[src/rtl/mf_pkg.sv]
// shared types, constants and compare helpers for the 3x3 median filter
// no dependencies; imported by mf_front, mf_back and the top level
package mf_pkg;

  localparam int MF_PIXEL_BITS    = 8;
  localparam int MF_COORD_BITS    = 10;
  localparam int MF_CFG_BITS      = 11;
  localparam int MF_CFG_IDX_BITS  = 1;
  localparam int MF_MAX_WIDTH     = 1024;
  localparam int MF_MAX_HEIGHT    = 1024;
  localparam int MF_QUEUE_DEPTH   = 4;
  localparam int MF_RESET_WIDTH   = 640;
  localparam int MF_RESET_HEIGHT  = 480;
  localparam int MF_MIN_DIM       = 3;

  // result slots of one transaction, in emission order
  localparam int MF_SLOTS       = 4;
  localparam int SLOT_CENTRE    = 0;  // (r-1, c-1)
  localparam int SLOT_RIGHT     = 1;  // (r-1, c) at end of row
  localparam int SLOT_BELOW     = 2;  // (r, c-1) on last row
  localparam int SLOT_CORNER    = 3;  // (r, c) last pixel of the frame

  typedef enum logic [MF_CFG_IDX_BITS-1:0] {
    CFG_IMAGE_WIDTH  = 1'b0,
    CFG_IMAGE_HEIGHT = 1'b1
  } cfg_idx_t;

  typedef logic [MF_PIXEL_BITS-1:0] pix_t;
  typedef logic [MF_COORD_BITS-1:0] coord_t;

  typedef struct packed {
    pix_t lo;
    pix_t mid;
    pix_t hi;
  } triple_t;

  // one classified window handed from front to back
  typedef struct packed {
    pix_t                lo_max;
    pix_t                mid_med;
    pix_t                hi_min;
    pix_t                w11;
    pix_t                w12;
    pix_t                w21;
    pix_t                w22;
    coord_t              row;
    coord_t              col;
    logic                inner;
    logic [MF_SLOTS-1:0] mask;
  } mf_job_t;

  function automatic pix_t pmin(pix_t a, pix_t b);
    return (a < b) ? a : b;
  endfunction

  function automatic pix_t pmax(pix_t a, pix_t b);
    return (a < b) ? b : a;
  endfunction

  function automatic triple_t sort3(pix_t a, pix_t b, pix_t c);
    pix_t    lo_ab;
    pix_t    hi_ab;
    pix_t    t;
    triple_t s;
    lo_ab = pmin(a, b);
    hi_ab = pmax(a, b);
    t     = pmax(lo_ab, c);
    s.lo  = pmin(lo_ab, c);
    s.mid = pmin(hi_ab, t);
    s.hi  = pmax(hi_ab, t);
    return s;
  endfunction

  function automatic pix_t med3(pix_t a, pix_t b, pix_t c);
    return pmax(pmin(a, b), pmin(pmax(a, b), c));
  endfunction

endpackage

[src/rtl/mf_back.sv]
// back part: final median step and one result per cycle into the output register
// unless out_ready stalls it; depends on mf_pkg
module mf_back (
  input  logic                             clk,
  input  logic                             rst_n,
  input  logic                             job_valid,
  output logic                             job_ready,
  input  mf_pkg::mf_job_t                  job,
  output logic                             out_valid,
  input  logic                             out_ready,
  output logic [mf_pkg::MF_PIXEL_BITS-1:0] out_pixel_out,
  output logic [mf_pkg::MF_COORD_BITS-1:0] out_row,
  output logic [mf_pkg::MF_COORD_BITS-1:0] out_col,
  output logic                             out_frame_last
);

  import mf_pkg::*;

  mf_job_t             cur_r;
  logic                cur_valid_r, cur_valid_nxt;
  logic [MF_SLOTS-1:0] sel, left;
  logic                load_out, emit, pop;
  pix_t                med;
  pix_t                res_pix;
  coord_t              res_row, res_col;
  logic                res_last;

  logic                out_valid_r, out_valid_nxt;
  pix_t                out_pix_r;
  coord_t              out_row_r, out_col_r;
  logic                out_last_r;

  always_comb begin
    load_out = !out_valid_r || out_ready;
    emit     = cur_valid_r && load_out;

    // lowest pending slot goes first
    sel = '0;
    if (cur_r.mask[SLOT_CENTRE]) begin
      sel[SLOT_CENTRE] = 1'b1;
    end else if (cur_r.mask[SLOT_RIGHT]) begin
      sel[SLOT_RIGHT] = 1'b1;
    end else if (cur_r.mask[SLOT_BELOW]) begin
      sel[SLOT_BELOW] = 1'b1;
    end else begin
      sel[SLOT_CORNER] = 1'b1;
    end
    left = cur_r.mask & ~sel;

    job_ready     = !cur_valid_r || (emit && (left == '0));
    pop           = job_valid && job_ready;
    cur_valid_nxt = pop ? 1'b1 : (emit ? (|left) : cur_valid_r);
    out_valid_nxt = load_out ? emit : out_valid_r;

    med = med3(cur_r.lo_max, cur_r.mid_med, cur_r.hi_min);

    res_last = 1'b0;
    if (sel[SLOT_CENTRE]) begin
      res_pix = cur_r.inner ? med : cur_r.w11;
      res_row = cur_r.row - 1'b1;
      res_col = cur_r.col - 1'b1;
    end else if (sel[SLOT_RIGHT]) begin
      res_pix = cur_r.w12;
      res_row = cur_r.row - 1'b1;
      res_col = cur_r.col;
    end else if (sel[SLOT_BELOW]) begin
      res_pix = cur_r.w21;
      res_row = cur_r.row;
      res_col = cur_r.col - 1'b1;
    end else begin
      res_pix  = cur_r.w22;
      res_row  = cur_r.row;
      res_col  = cur_r.col;
      res_last = 1'b1;
    end
  end

  always_ff @(posedge clk) begin
    if (!rst_n) begin
      cur_valid_r <= 1'b0;
      out_valid_r <= 1'b0;
    end else begin
      cur_valid_r <= cur_valid_nxt;
      out_valid_r <= out_valid_nxt;
    end
  end

  always_ff @(posedge clk) begin
    if (pop) begin
      cur_r <= job;
    end else if (emit) begin
      cur_r.mask <= left;
    end
    if (emit) begin
      out_pix_r  <= res_pix;
      out_row_r  <= res_row;
      out_col_r  <= res_col;
      out_last_r <= res_last;
    end
  end

  assign out_valid      = out_valid_r;
  assign out_pixel_out  = out_pix_r;
  assign out_row        = out_row_r;
  assign out_col        = out_col_r;
  assign out_frame_last = out_last_r;

endmodule

[config.mk]
export PLATFORM = sky130hd
export DESIGN_NAME = mf_back
export DESIGN_NICKNAME = d
export VERILOG_FILES = /design/src/rtl/mf_pkg.sv /design/src/rtl/mf_back.sv
export SDC_FILE = /design/constraint.sdc
export NUM_CORES = 1
export LEC_CHECK = 0
export ABC_AREA = 1
export BUFFER_PORTS_ARGS = -buffer_cell sky130_fd_sc_hd__buf_2
export CAP_MARGIN = 5
export CORE_ASPECT_RATIO = 0.75
export CORE_MARGIN = 2
export CORE_UTILIZATION = 55
export DETAILED_ROUTE_END_ITERATION = 10
export MAX_ROUTING_LAYER = met4
export PLACE_DENSITY = 0.81
export SLEW_MARGIN = 10
export SYNTH_ARGS = -nofsm -noshare
export SYNTH_HDL_FRONTEND = slang
export SYNTH_SLANG_ARGS = --single-unit
[constraint.sdc]
create_clock -name clk -period 8.1 [get_ports clk]
set_input_delay 0.405 -clock clk [delete_from_list [all_inputs] [get_ports clk]]
set_output_delay 0.405 -clock clk [all_outputs]
set_load 0.02 [all_outputs]
# ---- Yosys cells after proc, flatten, opt, wreduce, memory -nomap -nowiden
# Index checks and enable logic that the tools add are counted.
dict set report word_totals {
  latch_bits 0
  wordCells 59
  memories 0
  input_bits 85
  reg_bits 112
  romBits 0
  mem_bits_rw 0
  out_inout_bits 31
}
dict set report op_classes {
  mux 24
  n_lt_le_gt_ge 3
  n_reduce_logical 11
  n_shift 0
  n_div 0
  eq_ne 0
  bitwise 2
  n_addsub 2
  multipliers 0
}
# op count
set op_table {}
lappend op_table {{8-bit 2-to-1 mux} 8}
lappend op_table {{10-bit 2-to-1 mux} 5}
lappend op_table {{8-bit less-than comparator} 3}
lappend op_table {{10-bit by 1-bit subtractor with 10-bit output (second input constant)} 2}
lappend op_table {{4-bit 2-to-1 mux} 2}
lappend op_table {{1-bit 2-to-1 mux} 7}
lappend op_table {{4-bit AND} 1}
lappend op_table {{4-bit zero test} 1}
lappend op_table {{4-bit inverter} 1}
lappend op_table {{4-bit OR reduction} 1}
lappend op_table {{1-bit logical AND} 3}
lappend op_table {{3-bit 2-to-1 mux} 1}
lappend op_table {{1-bit zero test} 2}
lappend op_table {{1-bit logical OR} 2}
lappend op_table {{2-bit 2-to-1 mux} 1}
lappend op_table {{2-bit nonzero test} 1}
lappend op_table {{2-bit OR reduction} 1}

# ---- Logic depth before layout (Yosys ltp)
dict set report logic_depth {
  depth_word 10
  depth_mapped 34
  ltp_nobuf 31
}

# ---- Worst setup path after synthesis
# Ideal clock, no wire load.
dict set report synth_timing {
  kind {reg2reg}
  from {register cur_r[0] in the netlist's numbering}
  to {register cur_r[0] in the netlist's numbering, enable pin}
  stages_incl_launch_ff 11
  setup_ns 0.361
  period_less_slack_ns 5.570
  slack_ns 2.530
  arrival_time_ns 5.209
  n_path_buf 1
  required_ns 7.739
  path_cell_list {edfxtp_1 > nor2_1 > inv_2 > nor2_1 > clkbuf_1 > o21ai_1 > a21oi_1 > a21oi_1 > nor2_1 > inv_2 > o21ai_0}
}
dict set report synth_via {
  elab_chain_cells 8
  word_cells_on_any_way 9
  classes_between {mux (2); bitwise (2); reduce/logical (5)}
}
# item line_no
set synth_rtl {}
lappend synth_rtl {{start, declared} mf_back.sv:19} ;# mf_job_t cur_r;
lappend synth_rtl {{start signal, assigned} mf_back.sv:90} ;# cur_r <= job;
lappend synth_rtl {{1-bit 2-to-1 mux / 3-bit 2-to-1 mux (equally long branches)} mf_back.sv:39} ;# if (cur_r.mask[SLOT_CENTRE]) begin
lappend synth_rtl {{4-bit inverter} mf_back.sv:48} ;# left = cur_r.mask & ~sel;
lappend synth_rtl {{4-bit AND (*)} mf_back.sv:48}
lappend synth_rtl {{4-bit zero test (*)} mf_back.sv:50} ;# job_ready = !cur_valid_r || (emit && (left == '0));
lappend synth_rtl {{1-bit logical AND (*)} mf_back.sv:50}
lappend synth_rtl {{1-bit logical OR (*)} mf_back.sv:50}
lappend synth_rtl {{1-bit logical AND (*)} mf_back.sv:51} ;# pop = job_valid && job_ready;
lappend synth_rtl {{named net pop} mf_back.sv:22} ;# logic load_out, emit, pop;
lappend synth_rtl {{2-bit nonzero test (no source line) (*)} n/a}
# The timed path passes the listed nets; every way through them passes the cells marked *.
# A chain may end at the register's enable or synchronous reset.

# ---- Final worst setup path
dict set report layout_timing {
  from {register cur_r[72] in the netlist's numbering}
  to {register out_pix_r[0] (netlist: out_pixel_out[0]), data pin}
}
dict set report layout_via {
  elab_chain_cells 8
  word_cells_on_any_way 9
  classes_between {order compare (3); mux (6)}
}
# item line_no
set layout_rtl {}
lappend layout_rtl {{8-bit less-than comparator} {mf_pkg.sv:53, mf_pkg.sv:57}}
lappend layout_rtl {{8-bit 2-to-1 mux} mf_pkg.sv:57} ;# return (a < b) ? b : a;
lappend layout_rtl {{8-bit less-than comparator} mf_pkg.sv:53} ;# return (a < b) ? a : b;
lappend layout_rtl {{8-bit 2-to-1 mux} mf_pkg.sv:53}
lappend layout_rtl {{8-bit less-than comparator} mf_pkg.sv:57}
lappend layout_rtl {{8-bit 2-to-1 mux (*)} mf_pkg.sv:57}
lappend layout_rtl {{8-bit 2-to-1 mux (*)} mf_back.sv:59} ;# res_pix = cur_r.inner ? med : cur_r.w11;
lappend layout_rtl {{8-bit 2-to-1 mux (*)} mf_back.sv:58} ;# if (sel[SLOT_CENTRE]) begin
lappend layout_rtl {{named net res_pix[0]} mf_back.sv:24} ;# pix_t res_pix;
lappend layout_rtl {{end signal, assigned} mf_back.sv:95} ;# out_pix_r <= res_pix;
lappend layout_rtl {{end, declared} mf_back.sv:29} ;# pix_t out_pix_r;
# Marks and branches as above.

==> results_dict.tcl <==
set metrics [dict create \
    num_io_pins 116 \
    max_stage_delay_ps 610 \
    htreeDepth 3 \
    clock-sinks 112 \
    grt_max_degree 46 \
    fin_skew_ps 6.72 \
    worst_pin_slew_ps 1050 \
    drive_above_1_share 0.274 \
    grt.total_usage 0.217 \
    netlist_instances 446 \
    multiInputGateArea_sq_mm 0.00150 \
    cts_hold_buf 0 \
    yosysTopAreaCell "edfxtp_1" \
    setup_ws_ps 3250 \
    syn_area_per_cell_sq_um 11.5 \
    hold_path_class "input pin to register" \
    slew-limit-headroom 0.295 \
    finalCriticalPeriod_ps 4850 \
    dp_hpwl_microns 7580 \
    yosys.area.top_type_share 0.643 \
    diodes 0 \
    grt_pass1_wl_microns 16000 \
    cts_tree "done" \
    synth_fp_nets 554 \
    die_width_microns 116 \
    crit_path_cell_trace "inv_1 > ha_1 > nand2_1 > inv_1 > nor2_1 > o21a_2 > nand2_2 > o21ai_0 > ha_1 > a21oi_1 > nor2_1 > a211oi_4 > nand2_4 > o21ai_0 > ha_1 > nand2_1 > nor2_1 > a211oi_2 > nand2_4 > nand2_1 > nand3_1 > nand2_1 > nand2_1 > nand2_1" \
    die_height_microns 87.7 \
    post_cts_buffers 0 \
    core_region_area_sq_mm 0.00905 \
    fin_nets 675 \
    peakVddDrop_v 0.000207 \
    synthesis.area_sq_mm 0.00513 \
    overflow 0 \
    ant_nets 0 \
    yosysMostFrequentCell "edfxtp_1" \
    finalInstanceArea_sq_mm 0.00614 \
    yosysSeqAreaShare 0.651 \
    cts_resized 0 \
    die-area_sq_mm 0.0101 \
    place_ws_ps 3360 \
    tns_ps 0 \
    end_kind "register" \
    synthTopCellsByArea "edfxtp_1 64%, nand2_1 6.7%, ha_1 5.6%" \
    power.leakage_nw 2.73 \
    insertion_delay_ps 350 \
    initial_core_util 0.567 \
    clkTransAtPathRegs_ps 70 \
    crit_top_cell "nand2_1" \
    regArea_sq_mm 0.00334 \
    period_share 0.599 \
    post_drt_wl_per_cell_microns 14.6 \
    via_per_inst 5.07 \
    status "finished, final reports clean" \
    cts.path.max_buffers 2 \
    synth_edf_count 110 \
    drtIter0Drc 347 \
    reg2reg_from "cur_r[72]$_DFFE_PP_" \
    path_class "register to register" \
    fmax_mhz 206 \
    finalHoldViolCount 0 \
    synth_top_cells_by_count "110 x edfxtp_1, 92 x nand2_1, 62 x inv_1" \
    rsz0062_at_grt "false" \
    crit_buf_inv 2 \
    vias 3548 \
    startpoint "cur_r[72]$_DFFE_PP_" \
    finalSetupViolCount 0 \
    crit_slowest_cell "a211oi_2" \
    critPathMaxFanout 31 \
    crit_required_ps 8310 \
    p_per_area_mw_per_mm2 251 \
    cts_made_buffers 9 \
    async_reset_ff_frac 0 \
    grt_pass1_vias 3362 \
    worstHoldStart "job[69]" \
    antenna_found_initial 0 \
    maxCapViolations 0 \
    cts_root_buf "clkbuf_16" \
    routabilityCongestion 0.979 \
    crit_family "compound AO/OA/AOI/OAI gates" \
    row_count 30 \
    slew_violations 0 \
    drtPass1Iterations 7 \
    synth.distinct_cells 29 \
    wirelength_microns 10200 \
    synth-seq-cells 112 \
    areaGrowthSynthToFinish_pct 19.6 \
    portBuffers 115 \
    nFillCells 668 \
    yosysWarnings 0 \
    worst_setup_path_start_kind "register" \
    postPlaceCellArea_sq_mm 0.00584 \
    route.detailed.drc 0 \
    synth_flop_cell "edfxtp_1" \
    arrival_ps 5060 \
]
[registers in the layout (all words and copies together), names as in the netlist]
name            flops
cur_valid_r         1
out_frame_last      1
cur_r              81
out_row            10
out_col            10
out_valid           1
out_pixel_out       8
[cells in the final DEF (no fill, tap or decap)]
master	instances
nand2_4	3
clkinv_1	1
xor2_1	11
a211oi_2	1
nor2_1	29
buf_4	2
clkinvlp_4	1
xnor2_1	6
nor2_2	1
o21ai_0	27
o31ai_1	1
edfxtp_1	110
nor4_1	1
clkbuf_16	9
inv_2	4
nand3_1	22
a221oi_1	8
nand4_1	2
inv_6	2
o21ai_1	3
nand2_2	12
o21a_2	1
dfxtp_1	2
inv_1	62
a211oi_4	1
buf_2	115
nor2_4	1
or2_2	1
clkinv_4	1
nand2_1	92
ha_1	23
inv_8	1
bufinv_16	1
a21oi_1	11
nor3_1	4
[layer usage]
metal	GRT usage	wire (microns)	vias to the layer above
met2	0.334	4890	141
met4	0.0668	201	0
met1	0.292	4420	1624
met5	-	0	-
li1	-	-	1756
met3	0.0457	702	27
[cells by family (layout without fill, tap and decap cells)]
family                     Yosys count  in the layout  synth area share
AOI/OAI and AO/OA                   53             53            0.0631
and+or+nand+nor                    168            168             0.141
DFF                                112            112             0.651
buffers and inverters               73            199            0.0592
xor gates and xnor gates            17             17            0.0290
adders and majority gates           23             23            0.0561
[metrics by stage]
stage               cells  power (mW)  utilization  hold slack, ps
floorplan             446        1.00            -             467
global placement      684        1.07        0.645             498
detailed placement    684        1.10        0.645             530
CTS                   700        1.54        0.679             219
global route          700        1.62        0.679             217
finish                700        1.54        0.679             226
[final cells by class]
| class | instances | share of cell area |
|---|---|---|
| inverter | 66 | 0.0403 |
| sequential | 112 | 0.544 |
| timing repair buffer | 117 | 0.0961 |
| clock buffer | 9 | 0.0367 |
| tap | 128 | 0.0261 |
| multi-input combinational | 261 | 0.244 |
| clock inverter | 7 | 0.0128 |
[where the power goes]
| part | switching (mW) | internal, mW | total (mW) |
|---|---|---|---|
| logic | 0.235 | 0.124 | 0.359 |
| clock network | 0.205 | 0.244 | 0.449 |
| registers | 0.0245 | 0.707 | 0.732 |
[final timing paths]
check | depth (start not counted) | to | slack (ps)
setup reg to reg | 24 | out_pixel_out[0]$_DFFE_PP_ | 3250
hold / removal | 1 | cur_r[69]$_DFFE_PP_ | 230
hold reg to reg | 2 | out_valid$_SDFFE_PN0P_ | 550
setup / recovery | 24 | out_pixel_out[0]$_DFFE_PP_ | 3250
Note: power is estimated with default switching activity, not from simulation.
