$ cat config.mk
export PLATFORM = sky130hd
export DESIGN_NAME = mf_queue
export DESIGN_NICKNAME = d
export VERILOG_FILES = /design/src/rtl/mf_queue.sv
export SDC_FILE = /design/constraint.sdc
export NUM_CORES = 1
export LEC_CHECK = 0
export BUFFER_PORTS_ARGS = -buffer_cell sky130_fd_sc_hd__buf_2
export CORE_ASPECT_RATIO = 1.1
export CORE_MARGIN = 3
export CORE_UTILIZATION = 30
export DETAILED_ROUTE_END_ITERATION = 8
export GPL_TIMING_DRIVEN = 0
export SYNTH_ARGS = -nofsm -noshare
export SYNTH_HDL_FRONTEND = slang
export SYNTH_SLANG_ARGS = --single-unit
$ cat constraint.sdc
create_clock -name clk -period 2.33 [get_ports clk]
set_clock_uncertainty 0.1 [all_clocks]
set_input_delay 0 -clock clk [delete_from_list [all_inputs] [get_ports clk]]
set_output_delay 0 -clock clk [all_outputs]
set_load 0.05 [all_outputs]
$ cat src/rtl/mf_queue.sv
// small show-ahead fifo in flip-flops between front and back
// no dependencies
module mf_queue #(
  parameter int WIDTH = 8,
  parameter int DEPTH = 4
) (
  input  logic             clk,
  input  logic             rst_n,
  input  logic             push_valid,
  output logic             push_ready,
  input  logic [WIDTH-1:0] push_data,
  output logic             pop_valid,
  input  logic             pop_ready,
  output logic [WIDTH-1:0] pop_data
);

  localparam int PW  = $clog2(DEPTH);
  localparam int CTW = $clog2(DEPTH + 1);

  logic [WIDTH-1:0] mem_r [DEPTH];
  logic [PW-1:0]    wr_ptr_r, wr_ptr_nxt;
  logic [PW-1:0]    rd_ptr_r, rd_ptr_nxt;
  logic [CTW-1:0]   cnt_r, cnt_nxt;
  logic             push, pop;

  always_comb begin
    push_ready = (cnt_r != CTW'(DEPTH));
    pop_valid  = (cnt_r != '0);
    pop_data   = mem_r[rd_ptr_r];
    push       = push_valid && push_ready;
    pop        = pop_valid && pop_ready;

    wr_ptr_nxt = wr_ptr_r;
    rd_ptr_nxt = rd_ptr_r;
    if (push) begin
      wr_ptr_nxt = (wr_ptr_r == PW'(DEPTH - 1)) ? '0 : wr_ptr_r + 1'b1;
    end
    if (pop) begin
      rd_ptr_nxt = (rd_ptr_r == PW'(DEPTH - 1)) ? '0 : rd_ptr_r + 1'b1;
    end

    case ({push, pop})
      2'b10:   cnt_nxt = cnt_r + 1'b1;
      2'b01:   cnt_nxt = cnt_r - 1'b1;
      default: cnt_nxt = cnt_r;
    endcase
  end

  always_ff @(posedge clk) begin
    if (!rst_n) begin
      wr_ptr_r <= '0;
      rd_ptr_r <= '0;
      cnt_r    <= '0;
    end else begin
      wr_ptr_r <= wr_ptr_nxt;
      rd_ptr_r <= rd_ptr_nxt;
      cnt_r    <= cnt_nxt;
    end
  end

  always_ff @(posedge clk) begin
    if (push) begin
      mem_r[wr_ptr_r] <= push_data;
    end
  end

endmodule

======== Word-level counts from Yosys, hierarchy flattened ========
Memory sizes are Yosys's and may differ from the RTL's. A register that Yosys moved wholly into a read port is not among the register bits.
Cells that the tools add are included.
word-level totals
  output and inout port bits .............. 10
  flip-flop bits (word level) ............. 7
  word-level logic and storage cells ...... 24
  memory bits (writable) .................. 32
  memories kept ........................... 1
  input port bits ......................... 12
cells by class
  add/subtract/negate cells ............... 4
  equal/unequal tests ..................... 5
  reductions and logical operators ........ 4
  muxes and demuxes ....................... 7
memory list
  name   words  width  rd ports  clocked after memory_dff  write ports  RTL line  text
  mem_r  4      8      1         1                         1            20        logic [WIDTH-1:0] mem_r [DEPTH];
operators by type and width
  kind                 number
  $mux 2               4
  $eq 2x2->1 const B   3
  $pmux 3 s2           1
  $add 2x1->2 const B  2
  $add 3x1->3 const B  1
  $ne 3x3->1 const B   1
  $reduce_bool 3->1    1
  $sub 3x1->3 const B  1
  $eq 2x1->1 const B   1
  $logic_and 1x1->1    2
  $mux 1               2
  $reduce_bool 2->1    1

======== Longest topological paths before layout ========
Gate-level depths: netlist (run 1).
  depth in word-level cells ............... 4
  mapped depth ............................ 10

======== Worst setup path before layout (run 1) ========
OpenSTA, ideal clock, no wires.
  path type ............................... reg2reg
  from .................................... register cnt_r[2]
  to ...................................... register cnt_r[2]
  setup slack ............................. -0.165 ns
  required time ........................... 2.160 ns
  library setup time ...................... 0.070 ns
  period minus slack after synthesis ...... 2.495 ns
  arrival ................................. 2.325 ns
  stages on the path, launching flop included .. 11
  path through ............................ dfxtp_1 or3b_1 buf_6 and2_4 inv_1 ha_1 inv_1 fa_1 xor2_1 or3_2 a21boi_1
between the ends
  longest elaborated chain between the ends .. 4
RTL lines
  item                                             RTL line  text
  from (decl)                                      23        logic [CTW-1:0] cnt_r, cnt_nxt;
  from (signal assigned)                           57        cnt_r <= cnt_nxt;
  $ne 3x3->1 (*)                                   27        push_ready = (cnt_r != CTW'(DEPTH));
  named net push_ready                             10        output logic push_ready,
  $logic_and 1x1->1 (*)                            30        push = push_valid && push_ready;
  $eq 2x1->1 or $eq 2x2->1 (tied branches)         42        case ({push, pop})
  $pmux 3 s2 or $reduce_bool 2->1 (tied branches)  -
Mark *: on every way through the listed nets, which the timed path passes. The rest lies on a longest branch.
A chain may end at the register's enable or synchronous reset.

======== Worst setup path after layout (run 1) ========
  from .................................... register cnt_r[0]
  to ...................................... register cnt_r[2]
between the ends
  longest elaborated chain between the ends .. 4
RTL lines
  item                                             RTL line
  $ne 3x3->1 or $reduce_bool 3->1 (tied branches)  27, 28
  $logic_and 1x1->1, on equally long branches      30, 31
  $eq 2x1->1 or $eq 2x2->1 (tied branches)         42
  $pmux 3 s2 or $reduce_bool 2->1 (tied branches)  -
Parallel ways exist; a longest one is shown, timed or not.

==> results.sh, run 1 <==
export IMPL_overflow=0
export IMPL_first_pass_iters=2
export IMPL_synthTopCellsByArea="edfxtp_1 (58%), dfxtp_1 (11%), mux4_2 (11%)"
export IMPL_place_inst=191
export IMPL_vias=942
export IMPL_crit_path_end_kind="flip-flop"
export IMPL_worst_pin_slew_ps=522
export IMPL_hold_depth=3
export IMPL_worstSetupStartpointType="flip-flop"
export IMPL_antenna_found_initial=0
export IMPL_core_um2=5170
export IMPL_placementRows=27
export IMPL_cp_required_ps=2450
export IMPL_drcViolationCount=0
export IMPL_slew_violations=0
export IMPL_finalWirelength_mm=3.01
export IMPL_ant_nets=0
export IMPL_r2r_end="cnt_r[2]$_SDFFE_PN0P_"
export IMPL_cts_max_level=2
export IMPL_synthesis_nets=117
export IMPL_syn_cell_area_um2=1650
export IMPL_design_area_um2=2140
export IMPL_die_h_um=83.9
export IMPL_reg2reg_from="cnt_r[0]$_SDFFE_PN0P_"
export IMPL_powerDensity_nw_per_um2=1130
export IMPL_violations="negative hold slack, negative setup slack"
export IMPL_max_freq_mhz=428
export IMPL_critPathKind="reg -> reg"
export IMPL_worstRegToRegCells=9
export IMPL_drt_vias_per_instance=4.40
export IMPL_hold_path_class="in -> reg"
export IMPL_drive_above_1_share_pct=42.3
export IMPL_post_route_util_pct=41.4
export IMPL_start_util_pct=32.0
export IMPL_synth_seq_area_share_pct=69.0
export IMPL_grt_pass1_wl_mm=4.84
export IMPL_hold_ws_ps=-6.94
export IMPL_synthCells=98
export IMPL_cts_tree="built"
export IMPL_maxCapViolations=0
export IMPL_async_flop_share_pct=0
export IMPL_cp_max_fo=2
export IMPL_max_slew_margin_pct=65.2
export IMPL_arrival_ps=2460
export IMPL_hpwl_mm=1.98
export IMPL_worst_r2r_setup_slack_ps=-8
export IMPL_synth_top_area_share_pct=58.1
export IMPL_worstHoldStart="pop_ready"
export IMPL_peakVddDrop_v=0.000794
export IMPL_yosysTopAreaCell="edfxtp_1"
export IMPL_layout_nets=160
export IMPL_synth_xor_area_share_pct=1.06
export IMPL_clk_pin_slew_ps=70
export IMPL_die_area_um2=6440
export IMPL_grt_max_degree=14
export IMPL_setup_viol=1
export IMPL_syn_to_final_growth_pct=29.3
export IMPL_clock_sinks=41
export IMPL_layout_min_cycle_time_ps=2340
export IMPL_period_share_pct=100
export IMPL_place_port_buffers=21
export IMPL_yosys_top_cells_count="edfxtp_1 (32), dfxtp_1 (9), mux4_2 (8)"
export IMPL_grt_pass1_vias=1053
export IMPL_hold_end="rd_ptr_r[1]$_SDFFE_PN0P_"
export IMPL_stdcell_count=214
export IMPL_synth_edf_count=32
export IMPL_synth_cell_types=27
export IMPL_cts_buffers=5
export IMPL_synthMuxAreaShare_pct=11.5
export IMPL_drt_iter0_markers=36
export IMPL_synth_top_family_by_area="multiplexers"
export IMPL_yosysMostFrequentCell="edfxtp_1"
export IMPL_die_x_um=76.8
export IMPL_synth_compound_area_share_pct=2.42
export IMPL_globalplace_congestion=0.634
export IMPL_hold_viol_final=2
export IMPL_synthSimpleGateAreaFrac_pct=7.26
export IMPL_cts_buffer_depth=2
export IMPL_status="complete, but fails checks"
export IMPL_clock_latency_ps=280
export IMPL_totalPowerFinal_uw=2420
export IMPL_root_buffer="clkbuf_8"
export IMPL_synth_flop_cell="edfxtp_1"
export IMPL_ys_warn_count=0
export IMPL_rsz0062_at_grt="true"
export IMPL_yosys_register_bits=41
export IMPL_p_leak_uw=0.000779
export IMPL_place_area_um2=1870
export IMPL_wire_per_inst_um=14.0
export IMPL_setup_slack_ps=-7.83
export IMPL_diodes=0
export IMPL_track_usage_pct=9.93
export IMPL_synthAdderAreaFrac_pct=5.75
export IMPL_synth_area_per_cell_um2=16.9
export IMPL_io_pins=22
==> metal layers <==
metal	wire length (um)	share of wire [%]	global-route usage, %
met1	1260	42	11.3
met5	0	0	0
met4	103	3.4	5.93
met2	1490	50	16.2
met3	150	5.0	3.13
==> timing repair <==
item	CTS	global route
endpoints found under the setup margin	1	2
buffers inserted	4	2
pin swaps	5	6
endpoints found under the hold margin	33	0
hold buffers	10	0
gates resized for setup	4	3
==> placed cells by master (no fill, tap or decap), drive strengths merged <==
| cell type | count |
|---|---|
| buf | 29 |
| o31ai | 1 |
| edfxtp | 32 |
| xnor2 | 1 |
| nand3 | 2 |
| and2 | 3 |
| ha | 6 |
| xor2 | 1 |
| clkinv | 1 |
| inv | 7 |
| or3 | 2 |
| o21ai | 5 |
| a21boi | 1 |
| mux4 | 8 |
| dfxtp | 9 |
| fa | 1 |
| nand2 | 6 |
| nand4 | 1 |
| clkinvlp | 1 |
| nor2 | 2 |
| bufinv | 1 |
| and3 | 4 |
| mux2i | 1 |
| clkbuf | 6 |
| dlygate4sd3 | 10 |
| or3b | 1 |
==> stage by stage <==
step                TNS [ps]  setup slack [ps]
global route           -76.6             -76.6
detailed placement     -76.7             -76.7
CTS                    -48.6             -48.6
floorplan                  0              3.05
global placement           0              2.24
finish                 -7.83             -7.83
==> sequential cells by signal (all words and copies together) (netlist names), named ones only <==
name      count
cnt_r         3
wr_ptr_r      2
mem_r        32
rd_ptr_r      2
==> critical path: stages (launching register included) <==
cell and delay [ps]:
dfxtp_4 350, or3b_4 390, and2_4 150, inv_2 60, ha_4 120, inv_2 40, fa_2 370, xor2_2 190
or3_4 370, a21boi_2 130
==> how the worst max path moves through the flow <==
stage | start | to | cells after the start | slack (ps)
global route | cnt_r[0]$_SDFFE_PN0P_ | cnt_r[2]$_SDFFE_PN0P_ | 9 | -80
finish | cnt_r[0]$_SDFFE_PN0P_ | cnt_r[2]$_SDFFE_PN0P_ | 9 | -8
CTS | cnt_r[1]$_SDFFE_PN0P_ | cnt_r[2]$_SDFFE_PN0P_ | 10 | -50
floorplan | cnt_r[0]$_SDFFE_PN0P_ | cnt_r[2]$_SDFFE_PN0P_ | 10 | 3
detailed placement | cnt_r[0]$_SDFFE_PN0P_ | cnt_r[2]$_SDFFE_PN0P_ | 10 | -80
global placement | cnt_r[0]$_SDFFE_PN0P_ | cnt_r[2]$_SDFFE_PN0P_ | 10 | 2
==> area by class of cell <==
cell class	count	area [um2]
plain buffers	3	12.5
clock buffers	5	68.8
clock inverters	3	41.3
fillers	484	3030
inverters	7	26.3
multi-input cells	46	500
flip-flops and latches	41	1150
well taps	72	90.1
repair buffers	37	250
==> kinds of logic after synthesis <==
group,after synthesis
AOI/OAI and AO/OA,7
xor gates and xnor gates,2
adders and majority gates,7
buffers and inverters,11
DFF,41
muxes,9
and+or+nand+nor,21
==> power by group <==
| part | total (uW) | switching [uW] | internal, uW |
|---|---|---|---|
| registers | 945 | 41.6 | 903 |
| clock network | 550 | 235 | 315 |
| logic | 929 | 578 | 351 |
| total | 2420 | 855 | 1570 |
No activity file was read; power rests on OpenSTA's default activity.
==> inputs of run 2 (changes only) <==
--- a/config.mk
+++ b/config.mk
@@ -11,6 +11,7 @@
 export CORE_UTILIZATION = 30
 export DETAILED_ROUTE_END_ITERATION = 8
 export GPL_TIMING_DRIVEN = 0
+export RECOVER_POWER = 100
 export SYNTH_ARGS = -nofsm -noshare
 export SYNTH_HDL_FRONTEND = slang
 export SYNTH_SLANG_ARGS = --single-unit
==> results.sh, run 2 (synthesis results as in run 1) <==
export IMPL_status="complete, but fails checks"
export IMPL_violations="negative hold slack, negative setup slack"
export IMPL_drt_vias_per_instance=4.40
export IMPL_vias=941
export IMPL_die_h_um=83.9
export IMPL_hold_viol_final=2
export IMPL_start_util_pct=32.0
export IMPL_placementRows=27
export IMPL_switching_power_uw=857
export IMPL_cp_required_ps=2450
export IMPL_setup_slack_ps=-8.12
export IMPL_antenna_found_initial=0
export IMPL_drive_above_1_share_pct=36.6
export IMPL_cts_tree="built"
export IMPL_slew_violations=0
export IMPL_track_usage_pct=9.93
export IMPL_clkPwrFrac_pct=22.8
export IMPL_root_buffer="clkbuf_8"
export IMPL_drt_iter0_markers=34
export IMPL_layout_min_cycle_time_ps=2340
export IMPL_first_pass_iters=3
export IMPL_worst_pin_slew_ps=528
export IMPL_grt_pass1_vias=1053
export IMPL_critPathKind="reg -> reg"
export IMPL_core_um2=5170
export IMPL_period_share_pct=100
export IMPL_top_register="mem_r"
export IMPL_hold_path_class="in -> reg"
export IMPL_combPwrFrac_pct=38.3
export IMPL_final_common_cell="edfxtp_1"
export IMPL_cp_max_fo=2
export IMPL_die_x_um=76.8
export IMPL_wire_per_inst_um=14.0
export IMPL_largest_reg_flops=32
export IMPL_clock_sinks=41
export IMPL_ant_nets=0
export IMPL_cts_max_level=2
export IMPL_io_pins=22
export IMPL_seq_power_share_pct=39.0
export IMPL_finalWirelength_mm=3.00
export IMPL_layout_common_cells="edfxtp_1 (32), buf_2 (14), dlygate4sd3_1 (10)"
export IMPL_clock_latency_ps=280
export IMPL_drcViolationCount=0
export IMPL_die_area_um2=6440
export IMPL_syn_to_final_growth_pct=28.7
export IMPL_powerDensity_nw_per_um2=1140
export IMPL_totalPowerFinal_uw=2420
export IMPL_top_regs="mem_r x32, cnt_r x3"
export IMPL_layout_nets=160
export IMPL_max_freq_mhz=428
export IMPL_grt_pass1_wl_mm=4.84
export IMPL_setup_viol=1
export IMPL_maxCapViolations=0
export IMPL_grt_max_degree=14
export IMPL_tns_ps=-8.12
export IMPL_arrival_ps=2460
export IMPL_hpwl_mm=1.98
export IMPL_clk_pin_slew_ps=80
export IMPL_nFillCells=485
export IMPL_p_leak_uw=0.000757
export IMPL_cts_buffer_depth=2
export IMPL_place_port_buffers=21
export IMPL_peakVddDrop_v=0.000793
export IMPL_diodes=0
export IMPL_hold_ws_ps=-8.92
export IMPL_rsz0062_at_grt="true"
export IMPL_cts_buffers=5
export IMPL_p_int_uw=1570
export IMPL_overflow=0
export IMPL_crit_path_end_kind="flip-flop"
export IMPL_worstSetupStartpointType="flip-flop"
export IMPL_max_slew_margin_pct=64.8
export IMPL_globalplace_congestion=0.634
export IMPL_p_sw_share_pct=35.4
run 2: final timing paths:
path                                                from                  endpoint  slack, ps  cells past startpoint
worst max-delay path               cnt_r[0]$_SDFFE_PN0P_     cnt_r[2]$_SDFFE_PN0P_         -8                      9
worst min-delay path                           pop_ready  rd_ptr_r[1]$_SDFFE_PN0P_         -9                      3
worst max register to register     cnt_r[0]$_SDFFE_PN0P_     cnt_r[2]$_SDFFE_PN0P_         -8                      9
worst min register to register  wr_ptr_r[1]$_SDFFE_PN0P_  wr_ptr_r[1]$_SDFFE_PN0P_        410                      2
run 2: per-stage QoR:
stage          instance area, um2  cells  hold slack [ps]  util [%]  setup slack, ps
3_3_place_gp                 1870    191              113      36.2             2.24
6_report                     2130    214            -8.92      41.2            -8.12
5_1_grt                      2130    214             15.8      41.2            -76.6
3_5_place_dp                 1870    191              122      36.2            -76.7
2_1_floorplan                1680     98            -1.13         -             3.05
4_1_cts                      2130    213             21.0      41.1            -48.6
run 2: worst max-delay path, cell delays in order, from the launching register on:
cell and delay [ps]:
dfxtp_4 350, or3b_4 390, and2_4 150, inv_2 60, ha_4 120, inv_2 40
fa_2 370, xor2_2 190, or3_4 370, a21boi_2 130
run 2: layer usage:
metal / global-route usage [%] / part of all wire [%] / vias to the layer above
met5: 0 / 0 / -
met4: 5.93 / 3.5 / 0
met3: 3.13 / 5.0 / 11
met2: 16.2 / 49 / 28
met1: 11.3 / 43 / 453
li1: - / - / 449
run 2: power groups by stage:
stage | Combinational [uW] | Clock [uW] | Sequential (uW)
6_report | 927 | 552 | 945
5_1_grt | 991 | 599 | 954
4_1_cts | 909 | 565 | 944
3_5_place_dp | 838 | 0 | 965
3_3_place_gp | 799 | 0 | 955
2_1_floorplan | 666 | 0 | 949
run 2: timing repair:
item,CTS,global route
hold buffers,10,0
pin swaps,5,6
resized for setup,4,3
buffers inserted,4,2
endpoints found under the setup margin,1,2
endpoints found under the hold margin,33,0
run 2: final cells by class:
type	count	area (um2)	share of cell area (%)
Inverter	7	26.3	1.23
Tap cell	72	90.1	4.23
Sequential cell	41	1150	54.0
Multi-Input combinational cell	46	500	23.5
Clock buffer	5	68.8	3.23
Clock inverter	3	41.3	1.94
Buffer	3	12.5	0.588
Timing Repair Buffer	37	240	11.3
==> inputs of run 3 (changes only) <==
--- a/config.mk
+++ b/config.mk
@@ -8,7 +8,7 @@
 export BUFFER_PORTS_ARGS = -buffer_cell sky130_fd_sc_hd__buf_2
 export CORE_ASPECT_RATIO = 1.1
 export CORE_MARGIN = 3
-export CORE_UTILIZATION = 30
+export CORE_UTILIZATION = 40
 export DETAILED_ROUTE_END_ITERATION = 8
 export GPL_TIMING_DRIVEN = 0
 export RECOVER_POWER = 100
==> results.sh, run 3 (synthesis results as in run 1) <==
export IMPL_status="finished clean"
export IMPL_hold_ws_ps=414
export IMPL_layout_nets=161
export IMPL_root_buffer="clkbuf_8"
export IMPL_cts_buffer_depth=2
export IMPL_die_x_um=67.3
export IMPL_clock_sinks=41
export IMPL_drt_iter0_markers=37
export IMPL_totalPowerFinal_uw=2380
export IMPL_maxCapViolations=0
export IMPL_p_leak_uw=0.000763
export IMPL_finalWirelength_mm=2.79
export IMPL_drcViolationCount=0
export IMPL_slew_violations=0
export IMPL_setup_viol=0
export IMPL_cts_max_level=2
export IMPL_multi_input_comb_area_um2=500
export IMPL_top_register="mem_r"
export IMPL_crit_path_end_kind="flip-flop"
export IMPL_hold_path_class="in -> reg"
export IMPL_vias=933
export IMPL_diodes=0
export IMPL_met2_usage_pct=23.9
export IMPL_start_util_pct=43.5
export IMPL_worstSetupStartpointType="flip-flop"
export IMPL_critPathKind="reg -> reg"
export IMPL_die_area_um2=4940
export IMPL_clk_pin_slew_ps=70
export IMPL_place_port_buffers=21
export IMPL_core_um2=3800
export IMPL_overflow=0
export IMPL_wire_per_inst_um=14.5
export IMPL_hpwl_mm=1.88
export IMPL_nFillCells=342
export IMPL_cts_buffers=5
export IMPL_layout_common_cells="edfxtp_1 (32), buf_2 (14), dlygate4sd3_1 (12)"
export IMPL_cp_max_fo=3
export IMPL_register_area_um2=1140
export IMPL_period_share_pct=96.7
export IMPL_worst_pin_slew_ps=515
export IMPL_drive_above_1_share_pct=35.0
export IMPL_grt_max_degree=13
export IMPL_layout_min_cycle_time_ps=2250
export IMPL_post_route_util_pct=55.4
export IMPL_die_h_um=73.4
export IMPL_arrival_ps=2370
export IMPL_cts_tree="built"
export IMPL_largest_reg_flops=32
export IMPL_globalplace_congestion=0.657
export IMPL_rsz0062_at_grt="true"
export IMPL_grt_use_met1_pct=14.0
export IMPL_syn_to_final_growth_pct=27.3
export IMPL_final_common_cell="edfxtp_1"
export IMPL_ant_nets=0
export IMPL_grt_pass1_wl_mm=4.64
export IMPL_track_usage_pct=13.5
export IMPL_met3_usage_pct=5.20
export IMPL_powerDensity_nw_per_um2=1130
export IMPL_drt_vias_per_instance=4.83
export IMPL_top_usage_layer="met2"
export IMPL_max_slew_margin_pct=65.7
export IMPL_cp_required_ps=2450
export IMPL_antenna_found_initial=0
export IMPL_first_pass_iters=4
export IMPL_placementRows=23
export IMPL_max_freq_mhz=444
export IMPL_top_regs="mem_r x32, cnt_r x3"
export IMPL_hold_viol_final=0
export IMPL_io_pins=22
export IMPL_clock_latency_ps=290
export IMPL_peakVddDrop_v=0.000660
export IMPL_grt_pass1_vias=999
==> run 3: cell types whose count changed in the layout (fill, tap and decap cells not counted) <==
cell,previous run,this run
buf_4,6,5
clkbuf_1,9,10
clkinvlp_4,1,0
dfxtp_2,1,3
dfxtp_4,2,0
dlygate4sd3_1,10,12
==> run 3: repair_timing <==
item / 4_1_cts / 5_1_grt
setup buffers: 3 / 2
endpoints found under the setup margin: 1 / 2
endpoints found under the hold margin: 34 / 2
gates cloned: 0 / 0
hold buffers: 11 / 1
resized for setup: 3 / 2
pin swaps: 2 / 4
==> run 3: per-layer routing <==
layer  vias up  share of wire [%]
li1        452                  -
met1       453                 39
met2        22                 54
met3         6                5.2
met4         0                1.8
met5         -                  0
==> run 3: path summary, 6_finish.rpt <==
kind | cells past startpoint | slack, ps | from | end
setup / recovery | 9 | 80 | cnt_r[0]$_SDFFE_PN0P_ | cnt_r[2]$_SDFFE_PN0P_
hold / removal | 2 | 410 | push_data[2] | mem_r[3][2]$_DFFE_PP_
setup reg to reg | 9 | 80 | cnt_r[0]$_SDFFE_PN0P_ | cnt_r[2]$_SDFFE_PN0P_
hold reg to reg | 2 | 410 | wr_ptr_r[1]$_SDFFE_PN0P_ | wr_ptr_r[1]$_SDFFE_PN0P_
==> run 3: critical path, cell delays in order (launching register included) <==
cell and delay [ps]:
dfxtp_2 320, or3b_4 400, and2_4 160, inv_2 60, ha_4 120, inv_2 40, fa_2 360, xor2_2 160
or3_4 330, a21boi_2 130
==> run 3: cell type report <==
class | instances | share of cell area (%)
Buffer | 3 | 0.594
Clock buffer | 6 | 3.45
Clock inverter | 2 | 1.60
Inverter | 7 | 1.25
Multi-Input combinational cell | 46 | 23.8
Sequential cell | 41 | 54.4
Tap cell | 50 | 2.97
Timing Repair Buffer | 38 | 12.0
==> run 3: report_power, final <==
part	internal, uW	switching, uW	leakage [uW]
Sequential	898	38.6	0.000369
Clock	316	224	0.0000528
Combinational	345	558	0.000341
==> run 3: through the flow <==
stage | setup WS [ps] | setup TNS (ps) | area (um2) | std cells
2_1_floorplan | 3.05 | 0 | 1680 | 98
3_3_place_gp | -14.2 | -14.2 | 1840 | 169
3_5_place_dp | -62.4 | -62.4 | 1840 | 169
4_1_cts | 25.1 | 0 | 2080 | 190
5_1_grt | -17.2 | -17.2 | 2110 | 193
6_report | 77.4 | 0 | 2110 | 193
